`src/hw/rtl/i2cmbs_pkg.sv`:
```
`default_nettype none

package i2cmbs_pkg;

  // Command codes on func; code zero is a bus tick, which is also the idle operation code
  typedef enum logic [2:0] {
    OP_IDLE  = 3'd0,
    OP_START = 3'd1,
    OP_STOP  = 3'd2,
    OP_WRITE = 3'd3,
    OP_READ  = 3'd4,
    OP_WAIT  = 3'd5,
    OP_ACK   = 3'd6,
    OP_NACK  = 3'd7
  } op_e;

  localparam int unsigned TimeoutWidth = 8;
  localparam logic [TimeoutWidth-1:0] AckTimeoutReset = 8'd250;
  localparam int unsigned ByteWidth = 8;
  localparam logic [2:0] LastBit = 3'd7;

endpackage

`default_nettype wire

```
`src/hw/rtl/i2c_master_bit_sequencer_unit.sv`:
```
`default_nettype none

// I2C master pin sequencer. While idle it takes one command (start, stop, write byte, read
// byte, wait for ACK, send ACK, send NACK) and every later transfer with func zero is one bus
// tick that moves SCL, SDA and the SDA direction one step. Each input transfer yields exactly
// one result transfer carrying the pin levels, busy, done, the last received byte, the
// acknowledge failure flag and a rejected flag for commands given while busy. A transfer is
// taken every clock while the result register is empty or being drained: the sequencer state
// and the result register update together in the cycle of acceptance, so the result appears
// in the following cycle. The ack_timeout register (reset 250) sets how many high SDA polls
// wait-ack tolerates before it issues a stop and flags failure.
module i2c_master_bit_sequencer_unit (
  input  wire logic                                 clk_i,
  input  wire logic                                 rst_ni,
  input  wire logic                                 cfg_valid_i,
  output logic                                      cfg_ready_o,
  input  wire logic [i2cmbs_pkg::TimeoutWidth-1:0]  ack_timeout_i,
  input  wire logic                                 in_valid_i,
  output logic                                      in_ready_o,
  input  wire logic [2:0]                           func_i,
  input  wire logic [i2cmbs_pkg::ByteWidth-1:0]     tx_byte_i,
  input  wire logic                                 send_ack_i,
  input  wire logic                                 sda_in_i,
  output logic                                      out_valid_o,
  input  wire logic                                 out_ready_i,
  output logic                                      scl_level_o,
  output logic                                      sda_level_o,
  output logic                                      sda_is_output_o,
  output logic                                      busy_res_o,
  output logic                                      done_res_o,
  output logic [i2cmbs_pkg::ByteWidth-1:0]          rx_byte_o,
  output logic                                      ack_failed_o,
  output logic                                      rejected_o
);
  import i2cmbs_pkg::*;

  logic [TimeoutWidth-1:0] timeout_q;
  op_e                     op_q, op_d, func_op;
  logic [2:0]              bit_q, bit_d;
  logic [1:0]              phase_q, phase_d;
  logic [ByteWidth-1:0]    shift_q, shift_d;
  logic [TimeoutWidth-1:0] wait_q, wait_d;
  logic                    scl_q, scl_d, sda_q, sda_d, dir_q, dir_d;
  logic                    ackc_q, ackc_d, fail_q, fail_d;
  logic [ByteWidth-1:0]    rx_q, rx_d;
  logic                    done_d, rej_d;
  logic [TimeoutWidth:0]   wait_inc;
  logic                    accept;

  logic                    out_valid_q;
  logic                    o_scl_q, o_sda_q, o_dir_q, o_busy_q, o_done_q, o_fail_q, o_rej_q;
  logic [ByteWidth-1:0]    o_rx_q;

  assign cfg_ready_o = 1'b1;
  assign in_ready_o  = !out_valid_q || out_ready_i;
  assign accept      = in_valid_i && in_ready_o;
  assign func_op     = op_e'(func_i);
  assign wait_inc    = {1'b0, wait_q} + 1'b1;

  // Compute the next sequencer state for one command or tick
  always_comb begin
    op_d    = op_q;
    bit_d   = bit_q;
    phase_d = phase_q;
    shift_d = shift_q;
    wait_d  = wait_q;
    scl_d   = scl_q;
    sda_d   = sda_q;
    dir_d   = dir_q;
    ackc_d  = ackc_q;
    fail_d  = fail_q;
    rx_d    = rx_q;
    done_d  = 1'b0;
    rej_d   = 1'b0;
    if (func_op == OP_IDLE) begin
      // Advance the running sequence by one tick
      case (op_q)
        OP_START: begin
          if (phase_q == 2'd0) begin
            sda_d   = 1'b0;
            phase_d = 2'd1;
          end else begin
            scl_d  = 1'b0;
            done_d = 1'b1;
          end
        end
        OP_STOP: begin
          if (phase_q == 2'd0) begin
            scl_d   = 1'b1;
            phase_d = 2'd1;
          end else begin
            sda_d  = 1'b1;
            done_d = 1'b1;
          end
        end
        OP_ACK, OP_NACK: begin
          if (phase_q == 2'd0) begin
            scl_d   = 1'b1;
            phase_d = 2'd1;
          end else begin
            scl_d  = 1'b0;
            done_d = 1'b1;
          end
        end
        OP_WRITE: begin
          if (phase_q == 2'd0) begin
            scl_d   = 1'b1;
            phase_d = 2'd1;
          end else if (phase_q == 2'd1) begin
            scl_d   = 1'b0;
            phase_d = 2'd2;
          end else if (bit_q == LastBit) begin
            done_d = 1'b1;
          end else begin
            bit_d   = bit_q + 3'd1;
            sda_d   = shift_q[ByteWidth-1];
            shift_d = {shift_q[ByteWidth-2:0], 1'b0};
            phase_d = 2'd0;
          end
        end
        OP_READ: begin
          if (phase_q == 2'd0) begin
            scl_d   = 1'b1;
            shift_d = {shift_q[ByteWidth-2:0], sda_in_i};
            phase_d = 2'd1;
          end else if (bit_q != LastBit) begin
            bit_d   = bit_q + 3'd1;
            scl_d   = 1'b0;
            phase_d = 2'd0;
          end else begin
            // Hand over to the acknowledge tail
            rx_d    = shift_q;
            scl_d   = 1'b0;
            dir_d   = 1'b1;
            sda_d   = !ackc_q;
            op_d    = ackc_q ? OP_ACK : OP_NACK;
            phase_d = 2'd0;
          end
        end
        OP_WAIT: begin
          if (phase_q == 2'd0) begin
            scl_d   = 1'b1;
            phase_d = 2'd1;
          end else if (!sda_in_i) begin
            scl_d  = 1'b0;
            done_d = 1'b1;
          end else if (wait_inc > {1'b0, timeout_q}) begin
            // Give up and issue a stop
            fail_d  = 1'b1;
            dir_d   = 1'b1;
            scl_d   = 1'b0;
            sda_d   = 1'b0;
            op_d    = OP_STOP;
            phase_d = 2'd0;
          end else begin
            wait_d = wait_inc[TimeoutWidth-1:0];
          end
        end
        default: begin
        end
      endcase
      if (done_d) begin
        op_d    = OP_IDLE;
        phase_d = 2'd0;
      end
    end else if (op_q != OP_IDLE) begin
      rej_d = 1'b1;
    end else begin
      // Start a new command from idle
      fail_d  = 1'b0;
      phase_d = 2'd0;
      bit_d   = 3'd0;
      wait_d  = '0;
      op_d    = func_op;
      case (func_op)
        OP_START: begin
          dir_d = 1'b1;
          sda_d = 1'b1;
          scl_d = 1'b1;
        end
        OP_STOP: begin
          dir_d = 1'b1;
          scl_d = 1'b0;
          sda_d = 1'b0;
        end
        OP_WRITE: begin
          dir_d   = 1'b1;
          scl_d   = 1'b0;
          sda_d   = tx_byte_i[ByteWidth-1];
          shift_d = {tx_byte_i[ByteWidth-2:0], 1'b0};
        end
        OP_READ: begin
          dir_d   = 1'b0;
          scl_d   = 1'b0;
          shift_d = '0;
          ackc_d  = send_ack_i;
        end
        OP_WAIT: begin
          dir_d = 1'b0;
          sda_d = 1'b1;
        end
        default: begin
          scl_d = 1'b0;
          dir_d = 1'b1;
          sda_d = (func_op != OP_ACK);
        end
      endcase
    end
  end

  // Hold the timeout register
  always_ff @(posedge clk_i or negedge rst_ni) begin
    if (!rst_ni) begin
      timeout_q <= AckTimeoutReset;
    end else if (cfg_valid_i && cfg_ready_o) begin
      timeout_q <= ack_timeout_i;
    end
  end

  // Update sequencer state on each accepted transfer
  always_ff @(posedge clk_i or negedge rst_ni) begin
    if (!rst_ni) begin
      op_q    <= OP_IDLE;
      bit_q   <= '0;
      phase_q <= '0;
      shift_q <= '0;
      wait_q  <= '0;
      scl_q   <= 1'b1;
      sda_q   <= 1'b1;
      dir_q   <= 1'b1;
      ackc_q  <= 1'b0;
      fail_q  <= 1'b0;
      rx_q    <= '0;
    end else if (accept) begin
      op_q    <= op_d;
      bit_q   <= bit_d;
      phase_q <= phase_d;
      shift_q <= shift_d;
      wait_q  <= wait_d;
      scl_q   <= scl_d;
      sda_q   <= sda_d;
      dir_q   <= dir_d;
      ackc_q  <= ackc_d;
      fail_q  <= fail_d;
      rx_q    <= rx_d;
    end
  end

  // Track the result register occupancy
  always_ff @(posedge clk_i or negedge rst_ni) begin
    if (!rst_ni) begin
      out_valid_q <= 1'b0;
    end else if (accept) begin
      out_valid_q <= 1'b1;
    end else if (out_ready_i) begin
      out_valid_q <= 1'b0;
    end
  end

  // Load the result payload
  always_ff @(posedge clk_i) begin
    if (accept) begin
      o_scl_q  <= scl_d;
      o_sda_q  <= sda_d;
      o_dir_q  <= dir_d;
      o_busy_q <= (op_d != OP_IDLE);
      o_done_q <= done_d;
      o_rx_q   <= rx_d;
      o_fail_q <= fail_d;
      o_rej_q  <= rej_d;
    end
  end

  assign out_valid_o     = out_valid_q;
  assign scl_level_o     = o_scl_q;
  assign sda_level_o     = o_sda_q;
  assign sda_is_output_o = o_dir_q;
  assign busy_res_o      = o_busy_q;
  assign done_res_o      = o_done_q;
  assign rx_byte_o       = o_rx_q;
  assign ack_failed_o    = o_fail_q;
  assign rejected_o      = o_rej_q;

endmodule

`default_nettype wire

```
`config.mk`:
```
export PLATFORM = sky130hd
export DESIGN_NAME = i2c_master_bit_sequencer_unit
export DESIGN_NICKNAME = d
export VERILOG_FILES = /design/src/hw/rtl/i2cmbs_pkg.sv /design/src/hw/rtl/i2c_master_bit_sequencer_unit.sv
export SDC_FILE = /design/constraint.sdc
export NUM_CORES = 1
export LEC_CHECK = 0
export BUFFER_PORTS_ARGS = -buffer_cell sky130_fd_sc_hd__buf_2
export CORE_MARGIN = 4
export CORE_UTILIZATION = 50
export DETAILED_ROUTE_END_ITERATION = 16
export GPL_TIMING_DRIVEN = 0
export PLACE_DENSITY = 0.69
export SLEW_MARGIN = 25
export SYNTH_ARGS = -nofsm -noshare
export SYNTH_HDL_FRONTEND = slang
export SYNTH_SLANG_ARGS = --single-unit
```
`constraint.sdc`:
```
create_clock -name clk_i -period 3.4 [get_ports clk_i]
set_input_delay 0.68 -clock clk_i [delete_from_list [all_inputs] [get_ports clk_i]]
set_output_delay 0.68 -clock clk_i [all_outputs]
set_load 0.05 [all_outputs]
```
==> summary.md <==
| Metric | Value |
|---|---|
| Core region area | 6790 sq um |
| Setup crit end kind | flop |
| Initial antenna violation count | 0 |
| I/O pin total | 44 |
| Max_slew headroom | about 56% |
| FF-to-FF path depth | 13 |
| Hold buffers post-CTS | 0 |
| Status | complete, no violations |
| Fmax | ~0.32 GHz |
| Clock Skew | approximately 0.012 ns |
| Final net count | around 440 |
| Final hold vios | 0 |
| #FFs+latches synth | 61 |
| HP Class | in2async |
| Final WS setup | between 0.2 and 0.3 ns |
| CP top delay family | simple AND/OR/NAND/NOR gates |
| Gpl congestion | roughly 0.94 |
| Reg2Reg Setup Slack | 0.28 ns |
| Post-synthesis sequential area ratio | a little under half |
| Worst path cell trace | and3_1 -> and3_1 -> nand3_1 -> xnor2_1 -> ha_1 -> nand3_1 -> a211oi_2 -> a2111oi_4 -> buf_4 -> buf_4 -> o211ai_1 -> nor2_1 -> mux2_2 |
| Worst-Margin Slew | between 0.6 and 0.7 ns |
| DRC | 0 |
| Die X | 91.5 um |
| WP buf/inv | 2 |
| Multiplexer share of the synthesized area | 7.93% |
| Clk pwr share | around 27% |
| FF-to-FF End | wait_q[0] |
| Post-synth EDFFs | 15 |
| Layout cell share with drive strength beyond 1 | between 20% and 30% |
| Ys flop type | dfrtp_1 |
| Initial core utilization | slightly above 50% |
| Netlist area before placement | 3490 sq um |
| PwrDens | about 630 nW/um^2 |
| Setup TNS | 0 ns |
| Sequential share of power | between 40 and 50% |
| Net Count, Synth | roughly 380 |
| Synth Area in Compound Gates | 21.3% |
| Mapped Cells | 344 |
| CTS tree | yes |
| DRT iter0 DRCs | between 150 and 200 |
| Largest net degree at the start of global routing | 47 |
| Seq. cell area | roughly 1600 sq um |
| Post-synth ARST share | 75.4% |
| Final ANT Viol Nets | 0 |
| Area of the multi-input gates | 1710 sq um |
| Slowest-stage cell, CP | dfrtp_1 |
| Drt total wl | between 8000 and 9000 um |
| Simple-gate share of the synthesized area | 14.1% |
| Max Cap Viol | 0 |
| Switching part of the total | around 37% |
| Reg clk slew, reported paths | roughly 0.08 ns |
| Pre-CTS WS | about 0.24 ns |
| Worst setup SP type | flop |
| Yosys cell types | 58 |
| NetSw | ~0.96 mW |
| Wirelength per Cell | 16.7 um |
| Clock sink count | ~60 |
| Root Buffer | clkbuf_8 |
| Combinational Power Share | ~32% |
| Max IR drop VDD | 371 uV |
| Crit Path Max Fanout | 5 |
| Final Slew Violations | 0 |
| R2R Path Start | wait_q[2] |
| Clock Latency Late Sink | between 0.3 and 0.4 ns |
| Post-Synth Adder-Cell Area | slightly below 4% |
| Via count | around 2900 |
| First-pass DRT Iterations | 4 |
| # diodes | 0 |
| GRT overflow | 0 |
| First-pass GRT wire length | around 14000 um |
| CTS H-tree depth | 3 |
| Avg Vias per Cell | roughly 5.7 |
| Leak Pwr | ~1.9 nW |
| Synth-to-Final Area Change | 16.3% |
| Clk buf depth | 2 |
| CP Data Arrival Time | 3.34 ns |
| Vias in the first global route | about 2800 |
| Critical path class | reg2reg |
| Internal | around 1.6 mW |
| All-Layer GR Usage | between 20% and 30% |
| Crit path required time | about 3.6 ns |
| Post-Synth XOR/XNOR Area | 1.51% |
| RSZ-0062 raised after global routing | no |
| Number of I/O port buffers | 42 |
| CP peak stage delay | roughly 0.42 ns |
| Fill count | between 500 and 600 |
| Detail Placement HPWL | ~6000 um |
| Row cnt | 30 |
| Final setup fails | 0 |
| Period minus WS final | 3.12 ns |
| Inserted Clock Buffers | 9 |
| Die area | about 8400 sq um |
| Synth warnings | 0 |
| Overall die height | between 90 and 100 um |
| Mean post-synth cell area | around 10 sq um |
| Crit share post-route | 91.8% |
| Main combinational cell family by area after synthesis | compound AO/OA/AOI/OAI gates |
per-stage QoR:
step                      power [mW]  cells  hold slack [ns]  util [%]  instance area, sq um
after global placement          1.85    482            0.464      56.2                  3820
after floorplan                 1.63    344            0.384         -                  3490
after global routing            2.71    500            0.381      59.7                  4060
after CTS                       2.56    498            0.367      59.4                  4040
after detailed placement        1.85    482            0.471      56.3                  3820
final                           2.57    500            0.340      59.7                  4060
cell usage after synthesis, types with 3 or more instances:
master	number	area, sq um
dfrtp_1	37	926
nand2_1	32	120
o21ai_0	25	125
nor2_1	23	86.3
a21oi_1	22	110
inv_1	21	78.8
mux2_2	21	236
edfxtp_1	15	450
nand3_1	12	60.1
ha_1	11	138
a22oi_1	10	75.1
dfstp_2	9	236
a22o_1	7	61.3
clkbuf_1	7	26.3
buf_2	6	30.0
o211ai_1	5	37.5
a21o_1	4	30.0
a31oi_1	4	25.0
mux2i_1	4	40.0
nor3_1	4	20.0
o31ai_1	4	30.0
or3_1	4	25.0
and3_1	3	18.8
nand3b_1	3	22.5
nand4_1	3	18.8
o41ai_1	3	26.3
xnor2_1	3	26.3
xor2_1	3	26.3
cells by family (layout without fill, tap and decap cells):
| family | after synthesis | after routing |
|---|---|---|
| buffers and inverters | 38 | 98 |
| flip-flops | 61 | 61 |
| AND/OR/NAND/NOR | 97 | 97 |
| adder cells (fa/ha/maj) | 11 | 11 |
| other | 1 | 1 |
| AO/OA/AOI/OAI | 105 | 105 |
| multiplexers | 25 | 25 |
| XOR/XNOR | 6 | 6 |
repair_timing:
item                       in CTS  in global routing
resized for setup               0                  1
setup endpoints to repair       0                  1
buffers inserted                0                  2
power by group through the flow:
| stage | logic (mW) | clock network (mW) | registers, mW |
|---|---|---|---|
| floorplan | 0.552 | 0 | 1.07 |
| global placement | 0.810 | 0 | 1.04 |
| detailed placement | 0.812 | 0 | 1.04 |
| CTS | 0.817 | 0.717 | 1.03 |
| global route | 0.917 | 0.750 | 1.05 |
| finish | 0.831 | 0.703 | 1.03 |
how the worst max path moves through the flow:
stage | startpoint | to | slack (ns) | cells past startpoint
finish | wait_q[2] | wait_q[0] | 0.28 | 13
global route | wait_q[0] | wait_q[0] | 0.02 | 14
CTS | wait_q[2] | busy_res_o | 0.20 | 11
detailed placement | wait_q[2] | busy_res_o | 0.24 | 11
global placement | wait_q[2] | busy_res_o | 0.24 | 11
floorplan | out_ready_i | dir_q | 0.63 | 5
metal layers:
layer  track usage (%)  vias up  part of all wire (%)
met5                 0        -                     0
met4              9.42        0                   1.9
met3              3.31       16                   4.9
met2              32.1       79                    47
met1              28.4     1387                    46
li1                  -     1374                     -
cells in the final DEF (no fill, tap or decap), types with 12 or more instances in the layout:
cell and instances:
nand2_1 32, inv_1 21, nor2_1 23, buf_2 47
a21oi_1 22, edfxtp_1 15, dfrtp_1 37, nand3_1 12
o21ai_0 25, mux2_2 21
area by class of cell:
| cell class | instances | share of cell area [%] |
|---|---|---|
| Buffer | 17 | 2.25 |
| Clock buffer | 10 | 3.15 |
| Clock inverter | 6 | 2.13 |
| Inverter | 21 | 1.94 |
| Multi-Input combinational cell | 245 | 42.2 |
| Sequential cell | 61 | 39.8 |
| Tap cell | 96 | 2.96 |
| Timing Repair Buffer | 44 | 5.61 |
registers in the layout, summed over array words and instances (netlist names), 2 cells and up:
signal and count:
bit_q 3, op_q 3, phase_q 2, rx_byte_o 8, rx_q 8, shift_q 8, timeout_q 8, wait_q 8
Note: power is estimated with default switching activity, not from simulation.
